File: src/tri3d_pkg.sv
// Shared widths and types for the 3D triangle area pipeline.
package tri3d_pkg;

  localparam int COORD_BITS    = 16;
  localparam int NUM_FIELDS    = 9;
  localparam int OUT_BITS      = 34;

  localparam int DIFF_BITS     = COORD_BITS + 1;
  localparam int PROD_BITS     = 2 * DIFF_BITS;
  localparam int MINOR_BITS    = PROD_BITS + 1;
  localparam int LO_BITS       = (MINOR_BITS + 1) / 2;
  localparam int HI_BITS       = MINOR_BITS - LO_BITS;
  localparam int SUM_BITS      = 2 * MINOR_BITS;
  localparam int ROOT_BITS     = MINOR_BITS;
  localparam int REM_BITS      = ROOT_BITS + 2;

  localparam int IN_DATA_BITS  = ((NUM_FIELDS * COORD_BITS + 7) / 8) * 8;
  localparam int OUT_DATA_BITS = ((OUT_BITS + 7) / 8) * 8;

  typedef logic signed [COORD_BITS-1:0] coord_t;
  typedef logic signed [DIFF_BITS-1:0]  diff_t;
  typedef logic signed [PROD_BITS-1:0]  prod_t;
  typedef logic signed [MINOR_BITS-1:0] minor_t;
  typedef logic [MINOR_BITS-1:0]        mag_t;
  typedef logic [SUM_BITS-1:0]          sum_t;
  typedef logic [ROOT_BITS-1:0]         root_t;

  typedef struct packed {
    coord_t x;
    coord_t y;
    coord_t z;
  } vec_t;

endpackage

File: src/tri3d_isqrt.sv
// Pipelined restoring integer square root, one root bit per stage.
module tri3d_isqrt
  import tri3d_pkg::*;
(
  input  logic  clk,
  input  logic  rst_n,
  input  logic  en,
  input  logic  in_vld,
  input  sum_t  rad,
  output logic  out_vld,
  output root_t root
);

  logic [ROOT_BITS-1:0] vld_r;
  logic [REM_BITS-1:0]  rem_r  [ROOT_BITS-1];
  root_t                root_r [ROOT_BITS];
  sum_t                 rad_r  [ROOT_BITS-1];

  for (genvar k = 0; k < ROOT_BITS; k++) begin : g_stage
    logic [REM_BITS-1:0] rem_in;
    root_t               root_in;
    sum_t                rad_in;
    logic                vld_in;
    logic [REM_BITS-1:0] r_try;
    logic [REM_BITS-1:0] trial;
    logic                take;

    if (k == 0) begin : g_first
      assign rem_in  = '0;
      assign root_in = '0;
      assign rad_in  = rad;
      assign vld_in  = in_vld;
    end else begin : g_next
      assign rem_in  = rem_r[k-1];
      assign root_in = root_r[k-1];
      assign rad_in  = rad_r[k-1];
      assign vld_in  = vld_r[k-1];
    end

    // bring down the next two radicand bits, try root*4+1
    assign r_try = {rem_in[REM_BITS-3:0], rad_in[SUM_BITS-1:SUM_BITS-2]};
    assign trial = {root_in, 2'b01};
    assign take  = (r_try >= trial);

    always_ff @(posedge clk) begin
      if (!rst_n) begin
        vld_r[k] <= 1'b0;
      end else if (en) begin
        vld_r[k] <= vld_in;
      end
    end

    always_ff @(posedge clk) begin
      if (en) begin
        root_r[k] <= {root_in[ROOT_BITS-2:0], take};
      end
    end

    if (k < ROOT_BITS - 1) begin : g_carry
      always_ff @(posedge clk) begin
        if (en) begin
          rem_r[k] <= take ? (r_try - trial) : r_try;
          rad_r[k] <= rad_in << 2;
        end
      end
    end
  end

  assign out_vld = vld_r[ROOT_BITS-1];
  assign root    = root_r[ROOT_BITS-1];

endmodule
File: config.mk
export PLATFORM = sky130hd
export DESIGN_NAME = tri3d_isqrt
export DESIGN_NICKNAME = d
export VERILOG_FILES = /design/src/tri3d_pkg.sv /design/src/tri3d_isqrt.sv
export SDC_FILE = /design/constraint.sdc
export NUM_CORES = 2
export LEC_CHECK = 0
export BUFFER_PORTS_ARGS = -buffer_cell sky130_fd_sc_hd__buf_2
export CORE_UTILIZATION = 49
export CTS_CLUSTER_DIAMETER = 50
export CTS_CLUSTER_SIZE = 28
export DETAILED_ROUTE_END_ITERATION = 10
export PLACE_DENSITY = 0.66
export SYNTH_ARGS = -nofsm -noshare
export SYNTH_HDL_FRONTEND = slang
export SYNTH_MEMORY_MAX_BITS = 65536
export SYNTH_SLANG_ARGS = --single-unit
File: constraint.sdc
create_clock -name clk -period 8.7 [get_ports clk]
set_input_delay 0.435 -clock clk [delete_from_list [all_inputs] [get_ports clk]]
set_output_delay 0.435 -clock clk [all_outputs]
set_load 0.1 [all_outputs]
==> reports/qor.txt <==
=================================================================================
Net Count, Synth                                                           11,389
Clk Latency, worst-skew pair                                               920 ps
Max-cap viol count                                                              0
Total non-filler cell area in the finished layout                    156,000 sq um
Cell row count                                                                194
Unrepaired setup endpoints after global routing                             false
Total power consumption of the routed design                              43.2 mW
Required time at the worst-slack endpoint                                 9350 ps
Share of post-route cells with drive strength above 1                       8.19%
Max Clk Rate                                                              214 MHz
Synth Area in Compound Gates                                                9.38%
Number of buffers inserted by post-CTS setup repair                             0
Worst hold-check path type                                                 in2reg
Initial antenna violation count                                                 1
Pleak                                                                     59.4 nW
Pin count of the biggest net entering global routing                          195
Number of enable-type register cells in the synthesized netlist             2,957
Final number of setup-violating endpoints                                       0
First-pass GRT wire length                                             442,000 um
Async SR Flop Fraction                                                         0%
Vias in the first global route                                             80,700
Width of the chip                                                          533 um
Total wirelength of the detailed-routed design                         282,000 um
Combined area of all synthesized cells                               138,000 sq um
Number of max-slew violations in the final report                               0
Maximum resistive drop on vdd                                            0.210 mV
Failing checks                                                       design-rule violations
Number of H-tree levels                                                         5
Worst-case clock skew                                                     57.5 ps
Std-Cell Core Area                                                   280,000 sq um
Total gr overflow                                                               0
Effective utilization at floorplan                                          49.3%
Vertical die dimension                                                     533 um
Number of sinks handled by clock tree synthesis                             2,992
Proportion of synthesized area in mux cells                                0.903%
Slew margin rel.                                                            19.3%
Result of the run                                                    complete, but fails checks
Commonest cells after routing, fill and taps aside                   sky130_fd_sc_hd__edfxtp_1, sky130_fd_sc_hd__inv_1, sky130_fd_sc_hd__nand2_1
CP Data Arrival Time                                                      5320 ps
Worst Setup Path Type                                                     reg2reg
Final HPWL DP                                                          203,000 um
Via density per instance                                                     5.48
Gate Count Post-Synth                                                      10,648
Worst Path Max Fanout                                                          21
Routed wire length per instance                                           18.8 um
Number of buffer cells added on primary ports                                 109
Post-synth cell types                                                          91
Die footprint                                                        284,000 sq um
Endpoints failing hold                                                          0
Instance area after placement                                        143,000 sq um
Final Util                                                                  55.6%
Slowest cell delay on critical path                                       1040 ps
Slew of the pin with the lowest slew margin                               1200 ps
Kind of capture point of the worst setup path                                flop
Category of the worst setup path launch point                                flop
YS warnings                                                                     0
Remaining antenna violation count after routing                                 0
Total negative setup slack                                                   0 ps
Hold Slack                                                                 110 ps
Power density over the cells                                          278 nW/um^2
Synthesized-area fraction occupied by xor and xnor cells                    6.03%
Area fraction in and, or, nand and nor cells after synthesis                9.84%
Cell with the largest stage delay on the worst path                  sky130_fd_sc_hd__o31ai_1
Total global routing track utilization                                      19.5%
Number of buffers inserted during clock tree synthesis                        326
Gp weighted congestion                                                      0.920
Critical path cell sequence                                          ha_1 > o21a_1 > o21a_1 > o21ai_0 > a21oi_1 > o21ai_0 > a21boi_0 > a31oi_1 > o31ai_1 > nor2_1 > buf_4 > inv_1 > mux2_2
Root Buffer Master                                                   sky130_fd_sc_hd__clkbuf_16
Net count, final                                                           11,767
Post-synth top flop                                                  sky130_fd_sc_hd__edfxtp_1
Post-synthesis register bit count                                           2,992
Synth Area in Adders                                                        6.05%
Starting DRC count in detailed routing                                      6,227
Shortest period the worst path allows                                     4670 ps
Maximum clock insertion buffer count                                            4
Kind of cell adding the most delay to the critical path              compound AO/OA/AOI/OAI gates
Number of buffer and inverter instances along the worst setup path              2
Reg clk slew, reported paths                                                80 ps
Area Growth Syn to Fin                                                      12.8%
Commonest non-fill, non-tap cell in the layout                       sky130_fd_sc_hd__edfxtp_1
Residual DRC count                                                              7
Number of top-level pins                                                      110
Sequential fraction of the synthesis area                                   64.9%
Avg Inst Size Synth                                                    13.0 sq um
Via count                                                                  82,387
Largest family of logic cells by synthesized area                    simple AND/OR/NAND/NOR gates
Pre-antenna DRT Iters                                                          11
Clock tree from TritonCTS                                                    done
Final Cycle Share                                                           53.7%
=================================================================================
kinds of logic (layout without fill, tap and decap cells):
kind of cell,count (synthesis),in the layout
AOI/OAI and AO/OA,2109,2109
xor gates and xnor gates,949,949
adders and majority gates,667,667
buffers and inverters,1070,1729
DFF,2992,2992
muxes,116,116
other,1,2
and+or+nand+nor,2744,2744
cell usage after synthesis, types with 22 or more instances:
cell type / n / area share, %
sky130_fd_sc_hd__a211oi_1: 30 / 0.16
sky130_fd_sc_hd__a21boi_0: 55 / 0.30
sky130_fd_sc_hd__a21o_1: 269 / 1.5
sky130_fd_sc_hd__a21oi_1: 621 / 2.3
sky130_fd_sc_hd__a31oi_1: 48 / 0.22
sky130_fd_sc_hd__and2_1: 34 / 0.15
sky130_fd_sc_hd__and3_1: 53 / 0.24
sky130_fd_sc_hd__clkbuf_1: 168 / 0.46
sky130_fd_sc_hd__dfxtp_1: 35 / 0.51
sky130_fd_sc_hd__edfxtp_1: 2957 / 64
sky130_fd_sc_hd__ha_1: 667 / 6.1
sky130_fd_sc_hd__inv_1: 883 / 2.4
sky130_fd_sc_hd__mux2_2: 67 / 0.55
sky130_fd_sc_hd__mux2i_1: 49 / 0.36
sky130_fd_sc_hd__nand2_1: 791 / 2.2
sky130_fd_sc_hd__nand2b_1: 135 / 0.61
sky130_fd_sc_hd__nand3_1: 173 / 0.63
sky130_fd_sc_hd__nand3b_1: 24 / 0.13
sky130_fd_sc_hd__nand4_1: 120 / 0.54
sky130_fd_sc_hd__nand4b_1: 22 / 0.14
sky130_fd_sc_hd__nor2_1: 564 / 1.5
sky130_fd_sc_hd__nor2b_1: 143 / 0.65
sky130_fd_sc_hd__nor3_1: 266 / 0.97
sky130_fd_sc_hd__nor4_1: 131 / 0.59
sky130_fd_sc_hd__o211ai_1: 32 / 0.17
sky130_fd_sc_hd__o21a_1: 102 / 0.56
sky130_fd_sc_hd__o21ai_0: 620 / 2.2
sky130_fd_sc_hd__o21bai_1: 64 / 0.35
sky130_fd_sc_hd__o31ai_1: 77 / 0.42
sky130_fd_sc_hd__or2_2: 61 / 0.28
sky130_fd_sc_hd__or3_1: 110 / 0.50
sky130_fd_sc_hd__or4_1: 55 / 0.30
sky130_fd_sc_hd__xnor2_1: 478 / 3.0
sky130_fd_sc_hd__xor2_1: 471 / 3.0
repair_timing:
item / 4_1_cts / 5_1_grt
endpoints found under the hold margin: 106 / 0
resized for setup: 0 / 0
hold buffers: 74 / 0
worst register-to-register path, cell delays in order (launching register included):
cell	delay [ps]
sky130_fd_sc_hd__edfxtp_1	390
sky130_fd_sc_hd__ha_1	380
sky130_fd_sc_hd__o21a_1	170
sky130_fd_sc_hd__o21a_1	130
sky130_fd_sc_hd__o21ai_0	110
sky130_fd_sc_hd__a21oi_1	200
sky130_fd_sc_hd__o21ai_0	120
sky130_fd_sc_hd__a21boi_0	350
sky130_fd_sc_hd__a31oi_1	260
sky130_fd_sc_hd__o31ai_1	1040
sky130_fd_sc_hd__nor2_1	110
sky130_fd_sc_hd__buf_4	260
sky130_fd_sc_hd__inv_1	520
sky130_fd_sc_hd__mux2_2	410
stage by stage:
stage	std cells	worst slack (ps)
after global placement	14348	4040
after global routing	15032	3630
after detailed placement	14348	4080
after CTS	15031	4060
after floorplan	10648	4970
final	15032	4030
layer usage:
layer / up-vias / track usage (%) / share of wire [%]
li1: 40086 / - / -
met1: 39890 / 25.4 / 43
met2: 1853 / 33.7 / 49
met3: 558 / 2.11 / 3.9
met4: 0 / 7.28 / 3.7
met5: - / 0 / 0
cell type report:
cell class | count | area [sq um]
fill | 22743 | 124000
inverter | 886 | 3330
sequential | 2992 | 89500
tap | 3724 | 4660
multi-input combinational | 6586 | 44500
timing repair buffer | 234 | 1850
antenna | 1 | 2.50
clock inverter | 274 | 3490
clock buffer | 335 | 8280
power breakdown:
part	internal (mW)	switching (mW)
logic	3.73	5.28
clock network	7.98	6.64
registers	18.3	1.30
worst paths after layout:
| path | cells after the start | slack [ps] | to | startpoint |
|---|---|---|---|---|
| hold reg to reg | 0 | 400 | rad_r[25][56]$_DFFE_PP_ | rad_r[24][54]$_DFFE_PP_ |
| hold / removal | 1 | 110 | rad_r[5][31]$_DFFE_PP_ | en |
| setup / recovery | 13 | 4030 | rem_r[17][17]$_DFFE_PP_ | rem_r[16][0]$_DFFE_PP_ |
| setup reg to reg | 13 | 4030 | rem_r[17][17]$_DFFE_PP_ | rem_r[16][0]$_DFFE_PP_ |
state kept, by name (all words and copies together) (netlist names):
register and cells:
rem_r 1137, root_r 630, g_stage.vld_in 34, rad_r 1190, out_vld 1
Note: power is estimated with default switching activity, not from simulation.
